`config.mk`:
```
export PLATFORM = sky130hd
export DESIGN_NAME = ipv4_receive_filter_top
export DESIGN_NICKNAME = d
export VERILOG_FILES = /design/src/ipvrf_pkg.sv /design/src/ipvrf_front.sv /design/src/ipvrf_queue.sv /design/src/ipvrf_back.sv /design/src/ipv4_receive_filter_top.sv
export VERILOG_INCLUDE_DIRS = /design/src /design/src/src
export SDC_FILE = /design/constraint.sdc
export NUM_CORES = 1
export LEC_CHECK = 0
export ABC_CLOCK_PERIOD_IN_PS = 13300
export BUFFER_PORTS_ARGS = -buffer_cell sky130_fd_sc_hd__clkbuf_2
export CORE_MARGIN = 5
export CORE_UTILIZATION = 61
export CTS_CLUSTER_SIZE = 25
export DETAILED_ROUTE_END_ITERATION = 16
export GPL_ROUTABILITY_DRIVEN = 0
export PLACE_DENSITY = 0.78
export SETUP_SLACK_MARGIN = 0.15
export SYNTH_ARGS = -nofsm -noshare
export SYNTH_HDL_FRONTEND = slang
export SYNTH_HIERARCHICAL = 1
export SYNTH_SLANG_ARGS = --single-unit
```
`constraint.sdc`:
```
create_clock -name clk -period 13.3 [get_ports clk]
set_input_delay 2.66 -clock clk [delete_from_list [all_inputs] [get_ports clk]]
set_output_delay 2.66 -clock clk [all_outputs]
set_load 0.005 [all_outputs]
```
`src/assert_macros.svh`:
```
// Assertion helpers shared by the RTL files.
`ifndef ASSERT_MACROS_SVH
`define ASSERT_MACROS_SVH

// Clocked assertion, disabled while reset is asserted.
`define ASSERT_CLK(label, prop, msg) \
    label: assert property (@(posedge clk) disable iff (!rst_n) (prop)) else $error(msg);

// Clocked assertion that is also checked during reset.
`define ASSERT_ALWAYS(label, prop, msg) \
    label: assert property (@(posedge clk) (prop)) else $error(msg);

`endif

```
`src/ipvrf_pkg.sv`:
```
`timescale 1ns / 1ps
// ----------------------------------------------------------------------------
// IPv4 receive filter package
// Shared constants, verdict codes and the per-packet record type.
// ----------------------------------------------------------------------------
package ipvrf_pkg;

    // Default width of the received-byte counter.
    localparam int COUNT_BITS_DEF = 16;
    // Width of the counter field carried in a packet record (largest counter).
    localparam int COUNT_W_MAX    = 16;
    // Entries in the queue between the parser and the verdict stage.
    localparam int QUEUE_DEPTH    = 2;

    localparam logic [5:0]  HDR_MIN    = 6'd20;
    localparam logic [15:0] UDP_HDR    = 16'd8;
    localparam logic [7:0]  PROTO_ICMP = 8'd1;
    localparam logic [7:0]  PROTO_UDP  = 8'd17;
    localparam logic [31:0] BCAST_ADDR = 32'hFFFF_FFFF;

    typedef enum logic [2:0] {
        VERDICT_ICMP      = 3'd0,
        VERDICT_UDP       = 3'd1,
        VERDICT_OTHER     = 3'd2,
        VERDICT_SHORT     = 3'd3,
        VERDICT_BAD_IHL   = 3'd4,
        VERDICT_NOT_OURS  = 3'd5,
        VERDICT_BAD_CSUM  = 3'd6,
        VERDICT_UDP_SHORT = 3'd7
    } verdict_t;

    // Everything the parser learned about one packet.
    typedef struct packed {
        logic [COUNT_W_MAX-1:0] count;
        logic [5:0]             hdr_bytes;
        logic [15:0]            total_len;
        logic [7:0]             proto;
        logic [31:0]            src;
        logic [31:0]            dst;
        logic [15:0]            sum;
        logic [15:0]            csum;
        logic [47:0]            udp;
    } pkt_rec_t;

endpackage

```
`src/ipvrf_front.sv`:
```
`timescale 1ns / 1ps
// ----------------------------------------------------------------------------
// IPv4 receive filter byte parser
// Captures header fields and header sum one byte per cycle unless q_full.
// ----------------------------------------------------------------------------
`include "assert_macros.svh"

module ipvrf_front #(
    parameter int COUNT_BITS = ipvrf_pkg::COUNT_BITS_DEF
) (
    input  logic                clk,
    input  logic                rst_n,
    input  logic                push,
    output logic                full,
    input  logic [7:0]          data_byte,
    input  logic                last,
    input  logic                q_full,
    output logic                rec_push,
    output ipvrf_pkg::pkt_rec_t rec
);

    localparam logic [COUNT_BITS-1:0] CMAX = {COUNT_BITS{1'b1}};

    logic [COUNT_BITS-1:0] byte_index_reg, byte_index_next;
    logic [5:0]            hdr_reg, hdr_next;
    logic [15:0]           tlen_reg, tlen_next;
    logic [7:0]            proto_reg, proto_next;
    logic [31:0]           src_reg, src_next;
    logic [31:0]           dst_reg, dst_next;
    logic [15:0]           sum_reg, sum_next;
    logic [15:0]           csum_reg, csum_next;
    logic [7:0]            pend_reg, pend_next;
    logic [47:0]           udp_reg, udp_next;

    logic                  acc;
    logic [COUNT_BITS-1:0] idx;
    logic [COUNT_BITS-1:0] hdr_ext;
    logic [16:0]           sum_wide;

    assign full     = q_full;
    assign acc      = push && !q_full;
    assign rec_push = acc && last;
    assign idx      = byte_index_reg;
    assign hdr_ext  = COUNT_BITS'(hdr_reg);
    assign sum_wide = {1'b0, sum_reg} + {1'b0, pend_reg, data_byte};

    always_comb
    begin
        hdr_next   = hdr_reg;
        tlen_next  = tlen_reg;
        proto_next = proto_reg;
        src_next   = src_reg;
        dst_next   = dst_reg;
        sum_next   = sum_reg;
        csum_next  = csum_reg;
        pend_next  = pend_reg;
        udp_next   = udp_reg;

        if (idx == '0)
        begin
            hdr_next = {data_byte[3:0], 2'b00};
        end

        // Header sum; the checksum word itself is skipped.
        if ((idx == '0) || (idx < hdr_ext))
        begin
            if (!idx[0])
            begin
                pend_next = data_byte;
            end
            else if (idx != COUNT_BITS'(11))
            begin
                sum_next = sum_wide[15:0] + {15'd0, sum_wide[16]};
            end
        end

        if ((idx == COUNT_BITS'(2)) || (idx == COUNT_BITS'(3)))
        begin
            tlen_next = {tlen_reg[7:0], data_byte};
        end
        else if (idx == COUNT_BITS'(9))
        begin
            proto_next = data_byte;
        end
        else if ((idx == COUNT_BITS'(10)) || (idx == COUNT_BITS'(11)))
        begin
            csum_next = {csum_reg[7:0], data_byte};
        end
        else if ((idx >= COUNT_BITS'(12)) && (idx <= COUNT_BITS'(15)))
        begin
            src_next = {src_reg[23:0], data_byte};
        end
        else if ((idx >= COUNT_BITS'(16)) && (idx <= COUNT_BITS'(19)))
        begin
            dst_next = {dst_reg[23:0], data_byte};
        end

        // First six bytes after a valid header are the UDP ports and length.
        if ((hdr_reg >= ipvrf_pkg::HDR_MIN) && (idx >= hdr_ext)
            && ((idx - hdr_ext) < COUNT_BITS'(6)))
        begin
            udp_next = {udp_reg[39:0], data_byte};
        end

        byte_index_next = (idx != CMAX) ? idx + COUNT_BITS'(1) : idx;
    end

    always_comb
    begin
        rec.count     = ipvrf_pkg::COUNT_W_MAX'(byte_index_next);
        rec.hdr_bytes = hdr_next;
        rec.total_len = tlen_next;
        rec.proto     = proto_next;
        rec.src       = src_next;
        rec.dst       = dst_next;
        rec.sum       = sum_next;
        rec.csum      = csum_next;
        rec.udp       = udp_next;
    end

    always_ff @(posedge clk or negedge rst_n)
    begin
        if (!rst_n)
        begin
            byte_index_reg <= '0;
            hdr_reg        <= '0;
            tlen_reg       <= '0;
            proto_reg      <= '0;
            src_reg        <= '0;
            dst_reg        <= '0;
            sum_reg        <= '0;
            csum_reg       <= '0;
            pend_reg       <= '0;
            udp_reg        <= '0;
        end
        else if (acc)
        begin
            if (last)
            begin
                byte_index_reg <= '0;
                hdr_reg        <= '0;
                tlen_reg       <= '0;
                proto_reg      <= '0;
                src_reg        <= '0;
                dst_reg        <= '0;
                sum_reg        <= '0;
                csum_reg       <= '0;
                pend_reg       <= '0;
                udp_reg        <= '0;
            end
            else
            begin
                byte_index_reg <= byte_index_next;
                hdr_reg        <= hdr_next;
                tlen_reg       <= tlen_next;
                proto_reg      <= proto_next;
                src_reg        <= src_next;
                dst_reg        <= dst_next;
                sum_reg        <= sum_next;
                csum_reg       <= csum_next;
                pend_reg       <= pend_next;
                udp_reg        <= udp_next;
            end
        end
    end

    // A finished packet must leave the parser ready for a fresh header.
    `ASSERT_CLK(a_restart_after_last, rec_push |=> (byte_index_reg == '0 && sum_reg == '0), "parser not cleared after last byte")

endmodule

```
`src/ipvrf_queue.sv`:
```
`timescale 1ns / 1ps
// ----------------------------------------------------------------------------
// IPv4 receive filter record queue
// Short queue of packet records between the parser and the verdict stage.
// ----------------------------------------------------------------------------
`include "assert_macros.svh"

module ipvrf_queue (
    input  logic                clk,
    input  logic                rst_n,
    input  logic                wr,
    input  ipvrf_pkg::pkt_rec_t wdata,
    output logic                full,
    input  logic                rd,
    output ipvrf_pkg::pkt_rec_t rdata,
    output logic                empty
);

    localparam int DEPTH = ipvrf_pkg::QUEUE_DEPTH;
    localparam int PW    = (DEPTH > 1) ? $clog2(DEPTH) : 1;
    localparam int CW    = $clog2(DEPTH + 1);

    ipvrf_pkg::pkt_rec_t entry_reg [DEPTH];
    logic [PW-1:0]       wr_ptr_reg, rd_ptr_reg;
    logic [CW-1:0]       cnt_reg, cnt_next;
    logic                do_wr, do_rd;

    assign full  = (cnt_reg == CW'(DEPTH));
    assign empty = (cnt_reg == '0);
    assign do_wr = wr && !full;
    assign do_rd = rd && !empty;
    assign rdata = entry_reg[rd_ptr_reg];

    always_comb
    begin
        cnt_next = cnt_reg;
        if (do_wr && !do_rd)
        begin
            cnt_next = cnt_reg + CW'(1);
        end
        else if (do_rd && !do_wr)
        begin
            cnt_next = cnt_reg - CW'(1);
        end
    end

    always_ff @(posedge clk)
    begin
        if (do_wr)
        begin
            entry_reg[wr_ptr_reg] <= wdata;
        end
    end

    always_ff @(posedge clk or negedge rst_n)
    begin
        if (!rst_n)
        begin
            wr_ptr_reg <= '0;
            rd_ptr_reg <= '0;
            cnt_reg    <= '0;
        end
        else
        begin
            cnt_reg <= cnt_next;
            if (do_wr)
            begin
                wr_ptr_reg <= (wr_ptr_reg == PW'(DEPTH - 1)) ? '0 : wr_ptr_reg + PW'(1);
            end
            if (do_rd)
            begin
                rd_ptr_reg <= (rd_ptr_reg == PW'(DEPTH - 1)) ? '0 : rd_ptr_reg + PW'(1);
            end
        end
    end

    `ASSERT_CLK(a_cnt_bound, cnt_reg <= CW'(DEPTH), "queue count above depth")
    `ASSERT_CLK(a_no_lost_record, wr |-> !full, "record written into a full queue")

endmodule

```
`src/ipvrf_back.sv`:
```
`timescale 1ns / 1ps
// ----------------------------------------------------------------------------
// IPv4 receive filter verdict stage
// Judges one packet record and holds the result until it is taken.
// ----------------------------------------------------------------------------
`include "assert_macros.svh"

module ipvrf_back (
    input  logic                clk,
    input  logic                rst_n,
    input  logic [31:0]         local_addr,
    input  logic                rec_valid,
    input  ipvrf_pkg::pkt_rec_t rec,
    output logic                rec_pop,
    output logic                empty,
    input  logic                pop,
    output logic [2:0]          verdict,
    output logic [31:0]         source_addr,
    output logic [7:0]          proto_num,
    output logic [5:0]          payload_offset,
    output logic [15:0]         body_len,
    output logic [15:0]         udp_src_port,
    output logic [15:0]         udp_dst_port,
    output logic [15:0]         udp_data_len
);

    logic                out_valid_reg;
    ipvrf_pkg::verdict_t verdict_reg, verdict_next;
    logic [31:0]         src_reg, src_next;
    logic [7:0]          proto_reg, proto_next;
    logic [5:0]          offset_reg, offset_next;
    logic [15:0]         plen_reg, plen_next;
    logic [15:0]         sport_reg, sport_next;
    logic [15:0]         dport_reg, dport_next;
    logic [15:0]         dlen_reg, dlen_next;

    logic                load;
    logic [15:0]         hdr16, cnt16, plen, after_hdr, udp_len;

    assign load    = rec_valid && (!out_valid_reg || pop);
    assign rec_pop = load;
    assign empty   = !out_valid_reg;

    assign hdr16     = 16'(rec.hdr_bytes);
    assign cnt16     = 16'(rec.count);
    assign plen      = (rec.total_len > hdr16) ? rec.total_len - hdr16 : 16'd0;
    assign after_hdr = cnt16 - hdr16;
    assign udp_len   = rec.udp[15:0];

    always_comb
    begin
        if (cnt16 < 16'(ipvrf_pkg::HDR_MIN))
        begin
            verdict_next = ipvrf_pkg::VERDICT_SHORT;
        end
        else if (rec.hdr_bytes < ipvrf_pkg::HDR_MIN)
        begin
            verdict_next = ipvrf_pkg::VERDICT_BAD_IHL;
        end
        else if (cnt16 < hdr16)
        begin
            verdict_next = ipvrf_pkg::VERDICT_SHORT;
        end
        else if ((rec.dst != local_addr) && (rec.dst != ipvrf_pkg::BCAST_ADDR))
        begin
            verdict_next = ipvrf_pkg::VERDICT_NOT_OURS;
        end
        else if (~rec.sum != rec.csum)
        begin
            verdict_next = ipvrf_pkg::VERDICT_BAD_CSUM;
        end
        else if (rec.proto == ipvrf_pkg::PROTO_ICMP)
        begin
            verdict_next = ipvrf_pkg::VERDICT_ICMP;
        end
        else if (rec.proto == ipvrf_pkg::PROTO_UDP)
        begin
            if ((plen < ipvrf_pkg::UDP_HDR) || (after_hdr < ipvrf_pkg::UDP_HDR))
            begin
                verdict_next = ipvrf_pkg::VERDICT_UDP_SHORT;
            end
            else
            begin
                verdict_next = ipvrf_pkg::VERDICT_UDP;
            end
        end
        else
        begin
            verdict_next = ipvrf_pkg::VERDICT_OTHER;
        end

        src_next    = '0;
        proto_next  = '0;
        offset_next = '0;
        plen_next   = '0;
        sport_next  = '0;
        dport_next  = '0;
        dlen_next   = '0;

        case (verdict_next)
            ipvrf_pkg::VERDICT_ICMP,
            ipvrf_pkg::VERDICT_OTHER,
            ipvrf_pkg::VERDICT_UDP_SHORT:
            begin
                src_next    = rec.src;
                proto_next  = rec.proto;
                offset_next = rec.hdr_bytes;
                plen_next   = plen;
            end
            ipvrf_pkg::VERDICT_UDP:
            begin
                src_next    = rec.src;
                proto_next  = rec.proto;
                offset_next = rec.hdr_bytes;
                plen_next   = plen;
                sport_next  = rec.udp[47:32];
                dport_next  = rec.udp[31:16];
                dlen_next   = (udp_len > ipvrf_pkg::UDP_HDR) ?
                              udp_len - ipvrf_pkg::UDP_HDR : 16'd0;
            end
            default:
            begin
                src_next = '0;
            end
        endcase
    end

    always_ff @(posedge clk or negedge rst_n)
    begin
        if (!rst_n)
        begin
            out_valid_reg <= 1'b0;
        end
        else if (load)
        begin
            out_valid_reg <= 1'b1;
        end
        else if (pop)
        begin
            out_valid_reg <= 1'b0;
        end
    end

    always_ff @(posedge clk)
    begin
        if (load)
        begin
            verdict_reg <= verdict_next;
            src_reg     <= src_next;
            proto_reg   <= proto_next;
            offset_reg  <= offset_next;
            plen_reg    <= plen_next;
            sport_reg   <= sport_next;
            dport_reg   <= dport_next;
            dlen_reg    <= dlen_next;
        end
    end

    assign verdict        = verdict_reg;
    assign source_addr    = src_reg;
    assign proto_num      = proto_reg;
    assign payload_offset = offset_reg;
    assign body_len       = plen_reg;
    assign udp_src_port   = sport_reg;
    assign udp_dst_port   = dport_reg;
    assign udp_data_len   = dlen_reg;

    // Port fields are only meaningful for an accepted UDP datagram.
    `ASSERT_CLK(a_udp_fields_zero, (out_valid_reg && verdict_reg != ipvrf_pkg::VERDICT_UDP) |-> (sport_reg == '0 && dport_reg == '0 && dlen_reg == '0), "UDP fields set on non-UDP verdict")

endmodule

```
`src/ipv4_receive_filter_top.sv`:
```
`timescale 1ns / 1ps
// ----------------------------------------------------------------------------
// IPv4 receive filter top level
// Checks IPv4 headers byte by byte and reports one verdict per packet.
// ----------------------------------------------------------------------------
// The filter takes one packet byte per clock while full is low, in wire order
// on the push side, with last marking the final byte, and produces exactly
// one result request per packet. The final byte's record passes through the
// record queue into the result register of the verdict stage, which takes it
// once free. The byte parser does all its work on a byte as it takes it, so
// the sustained rate is one byte every cycle; full rises only when the
// two-entry record queue between the parser and the verdict stage holds two
// records, which happens only when results are not being popped, and while
// it is high no byte of any packet is taken. Each result request carries a
// verdict (ICMP, UDP, other protocol, too short, bad header length, not for
// this host, bad checksum, or UDP header short), together with the source
// address, protocol, header length, payload length and, for UDP only, the
// ports and data length. Rejected packets other than UDP header short report
// zero in every field but the verdict. The host address lives in a single
// APB register at byte offset 0; packets addressed to it or to the broadcast
// address are accepted. Change it only while no packet is in flight. There is
// no clearing pass after reset: the block is ready once rst_n is released.
// ----------------------------------------------------------------------------

module ipv4_receive_filter_top #(
    parameter int COUNT_BITS = ipvrf_pkg::COUNT_BITS_DEF
) (
    input  logic        clk,
    input  logic        rst_n,
    // Byte input.
    input  logic        push,
    output logic        full,
    input  logic [7:0]  data_byte,
    input  logic        last,
    // Result output.
    output logic        empty,
    input  logic        pop,
    output logic [2:0]  verdict,
    output logic [31:0] source_addr,
    output logic [7:0]  proto_num,
    output logic [5:0]  payload_offset,
    output logic [15:0] body_len,
    output logic [15:0] udp_src_port,
    output logic [15:0] udp_dst_port,
    output logic [15:0] udp_data_len,
    // Configuration port.
    input  logic        psel,
    input  logic        penable,
    input  logic        pwrite,
    input  logic [1:0]  paddr,
    input  logic [31:0] pwdata,
    output logic [31:0] prdata,
    output logic        pready
);

    localparam logic [1:0] ADDR_LOCAL_ADDR = 2'd0;

    logic [31:0]         local_addr_reg;
    logic                cfg_wr;

    logic                q_full, q_empty, q_wr, q_rd;
    ipvrf_pkg::pkt_rec_t q_wdata, q_rdata;

    // The port never inserts wait states.
    assign pready = 1'b1;
    assign cfg_wr = psel && penable && pwrite;
    assign prdata = (paddr == ADDR_LOCAL_ADDR) ? local_addr_reg : 32'd0;

    always_ff @(posedge clk or negedge rst_n)
    begin
        if (!rst_n)
        begin
            local_addr_reg <= '0;
        end
        else if (cfg_wr && (paddr == ADDR_LOCAL_ADDR))
        begin
            local_addr_reg <= pwdata;
        end
    end

    // Front: per-byte header capture and running ones'-complement sum.
    ipvrf_front #(
        .COUNT_BITS (COUNT_BITS)
    ) u_front (
        .clk       (clk),
        .rst_n     (rst_n),
        .push      (push),
        .full      (full),
        .data_byte (data_byte),
        .last      (last),
        .q_full    (q_full),
        .rec_push  (q_wr),
        .rec       (q_wdata)
    );

    // Record queue lets the parser keep taking bytes while results wait.
    ipvrf_queue u_queue (
        .clk   (clk),
        .rst_n (rst_n),
        .wr    (q_wr),
        .wdata (q_wdata),
        .full  (q_full),
        .rd    (q_rd),
        .rdata (q_rdata),
        .empty (q_empty)
    );

    // Back: verdict decision and the registered result.
    ipvrf_back u_back (
        .clk            (clk),
        .rst_n          (rst_n),
        .local_addr     (local_addr_reg),
        .rec_valid      (!q_empty),
        .rec            (q_rdata),
        .rec_pop        (q_rd),
        .empty          (empty),
        .pop            (pop),
        .verdict        (verdict),
        .source_addr    (source_addr),
        .proto_num      (proto_num),
        .payload_offset (payload_offset),
        .body_len       (body_len),
        .udp_src_port   (udp_src_port),
        .udp_dst_port   (udp_dst_port),
        .udp_data_len   (udp_data_len)
    );

endmodule

```
Word level (Yosys, flattened, before mapping):

Memory sizes are Yosys's and may differ from the RTL's.
Index checks and enable logic that the tools add are counted.

* bitwise logic cells: 1
* reductions and logical operators: 35
* mux-type cells: 51
* equal/unequal tests: 17
* magnitude comparators: 15
* $add $sub $neg: 11

Operator list (number)
* 32-bit 2-to-1 mux: 12
* 16-bit 2-to-1 mux: 13
* 48-bit 2-to-1 mux: 2
* 16-bit by 4-bit == test with 1-bit output, second input constant: 3
* 8-bit 2-to-1 mux: 6
* 16-bit by 6-bit subtractor with 16-bit output: 3
* 16-bit by 2-bit == test with 1-bit output, second input constant: 2
* 16-bit by 4-bit less-than comparator with 1-bit output, second input constant: 2
* 16-bit by 6-bit less-than comparator with 1-bit output: 2
* 32-bit inequality test: 1
* 32-bit inequality test, second input constant: 1
* 3-bit 2-to-1 mux: 8
* 16-bit by 16-bit adder with 17-bit output: 1
* 16-bit by 1-bit adder with 16-bit output: 1
* 16-bit by 1-bit adder with 16-bit output, second input constant: 1
* 16-bit by 4-bit >= comparator with 1-bit output, second input constant: 1
* 16-bit by 5-bit >= comparator with 1-bit output, second input constant: 1
* 16-bit by 6-bit >= comparator with 1-bit output: 1
* 16-bit by 4-bit greater-than comparator with 1-bit output, second input constant: 1
* 16-bit by 6-bit greater-than comparator with 1-bit output: 1
* 16-bit by 4-bit <= comparator with 1-bit output, second input constant: 1
* 16-bit by 5-bit <= comparator with 1-bit output, second input constant: 1
* 16-bit zero test: 1
* 16-bit by 3-bit less-than comparator with 1-bit output, second input constant: 1
* other kinds (30): 63

* memory bits (writable): 380
* register bits: 348
* memories: 1
* output and inout port bits: 148
* input port bits: 50

Memories
* u_queue.entry_reg: depth 2, width 190, read ports 1, clocked after Yosys merged registers in 0, wr ports 1, line ipvrf_queue.sv:23 `ipvrf_pkg::pkt_rec_t entry_reg [DEPTH];`

Longest topological paths before layout:

An unclocked memory read counts as a cell.

* word-level depth: 15
* mapped depth: 18

Hierarchy:

Netlist, hierarchy kept.

Modules (own cells, without submodules)
* ipvrf_queue: cells each 610, times used 1, sequential area each 11511.0 sq um, area an instance 14013.4 sq um
* ipvrf_front: cells each 1263, times used 1, sequential area each 4954.8 sq um, area an instance 11249.5 sq um
* ipvrf_back: cells each 609, times used 1, sequential area each 3418.3 sq um, area an instance 6631.4 sq um
* ipv4_receive_filter_top: cells each 108, times used 1, sequential area each 800.8 sq um, area an instance 1589.0 sq um

Worst setup path after synthesis:

Ideal clock, no wire load.

* path type: input to register
* from: in push
* to: mem u_queue/entry_reg[0][0] (netlist name) (enable)
* path slack: 1.148 ns
* path buffers: 3
* data arrival time: 11.409 ns
* setup time: 0.743 ns
* stages: 7
* cell sequence: nand2b_1 clkbuf_1 clkbuf_1 buf_1 nor2_1 nand2_1 nor2_1

* longest elaborated chain between the ends: 5

Ends and longest elaborated chain
* start: declaration: line ipv4_receive_filter_top.sv:31 `input logic push,`
* 1-bit logical AND: line ipvrf_front.sv:41 `assign acc = push && !q_full;`
* 1-bit logical AND: line ipvrf_front.sv:42 `assign rec_push = acc && last;`
* net q_wr: line ipv4_receive_filter_top.sv:61 `logic q_full, q_empty, q_wr, q_rd;`
* 1-bit logical AND: line ipvrf_queue.sv:30 `assign do_wr = wr && !full;`
* 1-bit 2-to-1 mux: line ipvrf_queue.sv:49 `if (do_wr)`
* 1-bit 2-to-1 mux (implied by the code): line ipvrf_queue.sv:51 `entry_reg[wr_ptr_reg] <= wdata;`
* end: declaration: line ipvrf_queue.sv:23

The timed path passes the listed nets, and every way through them passes these cells.

==> impl_metrics.csv <==
group,metric,value,unit
power_and_ir_drop,p_leak,15.2,nW
timing,rsz0062_at_grt,"false",
timing,slew-limit-headroom,23.1,%
power_and_ir_drop,seqPwrFrac,42.3,%
yosys,synth_top_flop_cell,"edfxtp_1",
cells_and_area,regArea,20700,um^2
cts,cts_buffers,73,
cells_and_area,nNetsFinal,2841,
global_route,antenna_found_initial,0,
global_route,grt_max_degree,91,
timing,fin_setup_tns,0,ns
power_and_ir_drop,powerDensity,197,nW/um^2
die,die_area,59700,um^2
timing,timing.hold.ws,0.485,ns
drt,routed-via-count,21495,
power_and_ir_drop,irDropWorstVdd,0.108,mV
yosys,synthArstFlopShare,32.3,%
setup_path,crit_path_max_fanout,81,
power_and_ir_drop,p_sw_share,31.9,%
min_path,hold_path_class,"flip-flop to flip-flop",
timing,finalCritPeriodShare,49.9,%
die,core_area,54100,um^2
cts,worstSkewPairLatency,0.61,ns
drt,drt_wl_total,75.0,mm
yosys,yosys.cell_count.top_type,"edfxtp_1",
power_and_ir_drop,internal_power,4.99,mW
cts,clk_pin_slew_worst_paths,0.06,ns
drt,vias_per_cell,6.13,
die,die_y,244,um
cells_and_area,num_antenna_cells,0,
yosys,synth_edf_count,493,
setup_path,critPathRequiredTime,13.58,ns
global_route,grt_pass1_vias,21448,
cells_and_area,drive_gt1_share,24.2,%
setup_path,critical_path_class,"flip-flop to flip-flop",
timing,max_freq,151,MHz
place,preCtsSetupSlack,6.32,ns
cells_and_area,synthToLayoutAreaGrowth,11.4,%
global_route,grtUsageTotal,24.8,%
drt,drtIter0Drc,1999,
die,rows,85,
run,cap_violations,0,
cts,postCtsSetupBuffers,0,
die,start_util,61.9,%
power_and_ir_drop,power_frac_comb,28.8,%
setup_path,worst_setup_path_start_kind,"flip-flop",
yosys,synth.cells.most_frequent,"edfxtp_1 (493), nand2_1 (481), mux2_2 (255), dfrtp_1 (235), a22o_1 (127)",
drt,dr.pass1.iters,5,
timing,period_minus_slack,6.64,ns
cts,htreeDepth,3,
global_route,grt_overflow,0,
power_and_ir_drop,p_sw,2.34,mW
power_and_ir_drop,clockPowerShare,28.9,%
drt,detail-route-antenna-nets,0,
timing,worst_slew_pin_slew,1.15,ns
drt,wl_per_cell,21.4,um
setup_path,arrival,6.92,ns
yosys,ys_warn_count,6,
yosys,yosysSeqAreaShare,61.8,%
yosys,synthTopCellsByArea,"edfxtp_1 (44%), dfrtp_1 (18%), mux2_2 (8.6%)",
yosys,netlist_instances,2590,
yosys,synth_top_area_share,44.2,%
cts,cts_tree,"built",
cells_and_area,multiInputGateArea,11800,um^2
timing,hold_viol_final,0,
place,dp_hpwl,48.2,mm
die,ios,198,
cts,cts_buffer_depth,3,
drt,drcViolationCount,0,
place,io_buffers,196,
cts,postCtsHoldBufs,0,
cells_and_area,largest_reg_flops,380,
yosys,synth.avg_cell_area,12.9,um^2
yosys,syn_nets,2684,
global_route,grt_pass1_wl,120,mm
cts,numClockSinks,728,
timing,setup-violations-final,0,
run_status,status,"finished, final reports clean",
yosys,ys_seq_elements,728,
cells_and_area,fill_cells,3577,
yosys,synth_cell_types,88,
yosys,yosysTopAreaCell,"edfxtp_1",
timing,clock_skew,0.0180,ns
setup_path,endpoint_kind,"flip-flop",
yosys,syn_area,33500,um^2
die,die_w,244,um
timing,report.final.slew_viol_count,0,
timing,worst_slack,6.66,ns
cts,clock-root-buffer,"clkbuf_16",
cts,post_cts_resize_count,0,
[layout by cell type (no fill, tap or decap), drive strengths merged, types with 10 or more instances in the layout]
cell     count
ha          41
nor2        57
nor4        25
a22o       127
nand4       20
a21o        10
nand3b      10
inv         72
clkinv      19
dfrtp      235
mux2       286
a21oi       70
nor3        26
nand2      481
xnor2       36
and2        52
nand3       33
a2111oi     31
nand2b      10
xor2        74
buf         31
clkbuf     295
edfxtp     493
a211oi      40
and3        19
o21ai       96
[area by class of cell]
class                   instances  share of cell area, %
clock buffers                 100                   5.50
clock inverters                36                   1.20
inverters                      69                  0.694
multi-input cells            1649                   31.5
flip-flops and latches        728                   55.5
well taps                     696                   2.33
repair buffers                226                   3.26
[per-layer routing]
metal / track usage, % / part of all wire [%] / vias to the layer above
li1: - / - / 9822
met1: 34.2 / 41 / 10711
met2: 40.7 / 49 / 798
met3: 4.46 / 6.7 / 164
met4: 8.28 / 3.1 / 0
met5: 0 / 0 / -
[logic make-up after synthesis]
kind of cell,count (synthesis),synth area share (%)
AOI/OAI and AO/OA,439,9.82
xor gates and xnor gates,110,2.88
adders and majority gates,44,1.71
buffers and inverters,213,3.28
DFF,728,61.8
muxes,287,9.98
other,1,0.0112
and+or+nand+nor,768,10.5
[metrics by stage]
step | total power, mW | utilization, % | std cells | area [um^2]
2_1_floorplan | 4.70 | - | 2590 | 33500
3_3_place_gp | 5.15 | 64.3 | 3368 | 34800
3_5_place_dp | 5.23 | 64.3 | 3368 | 34800
4_1_cts | 7.35 | 68.9 | 3504 | 37300
5_1_grt | 7.68 | 68.9 | 3504 | 37300
6_report | 7.33 | 68.9 | 3504 | 37300
[power groups by stage]
stage	clock network (mW)	logic (mW)	registers, mW
finish	2.12	2.11	3.10
global placement	0	2.02	3.13
floorplan	0	1.60	3.10
detailed placement	0	2.08	3.14
global route	2.25	2.30	3.13
CTS	2.15	2.10	3.10
[path summary, 6_finish.rpt]
path | startpoint | end | slack (ns) | cells past startpoint
hold reg to reg | u_front/csum_reg[15] | u_front/csum_reg[15] | 0.49 | 1
max in group asynchronous | rst_n | u_front/csum_reg[11] | 8.89 | 3
min in group asynchronous | rst_n | local_addr_reg[22] | 2.04 | 1
setup reg to reg | u_queue/rd_ptr_reg | u_back/udp_data_len[1] | 6.66 | 15
hold / removal | u_front/csum_reg[15] | u_front/csum_reg[15] | 0.49 | 1
setup / recovery | u_queue/rd_ptr_reg | u_back/udp_data_len[1] | 6.66 | 15
[critical path: stages (launching register included)]
cell and delay (ns):
dfrtp_4 1.09, buf_4 0.81, mux2_2 0.42, inv_1 0.09
ha_1 0.18, inv_1 0.06, fa_1 0.39, a21oi_1 0.21
nor2_1 0.16, o22ai_1 0.22, and3b_1 0.67, o21bai_1 0.25
a21oi_1 0.10, o21bai_4 0.47, buf_4 0.72, a2111oi_1 0.24
No activity file was read; power rests on OpenSTA's default activity.
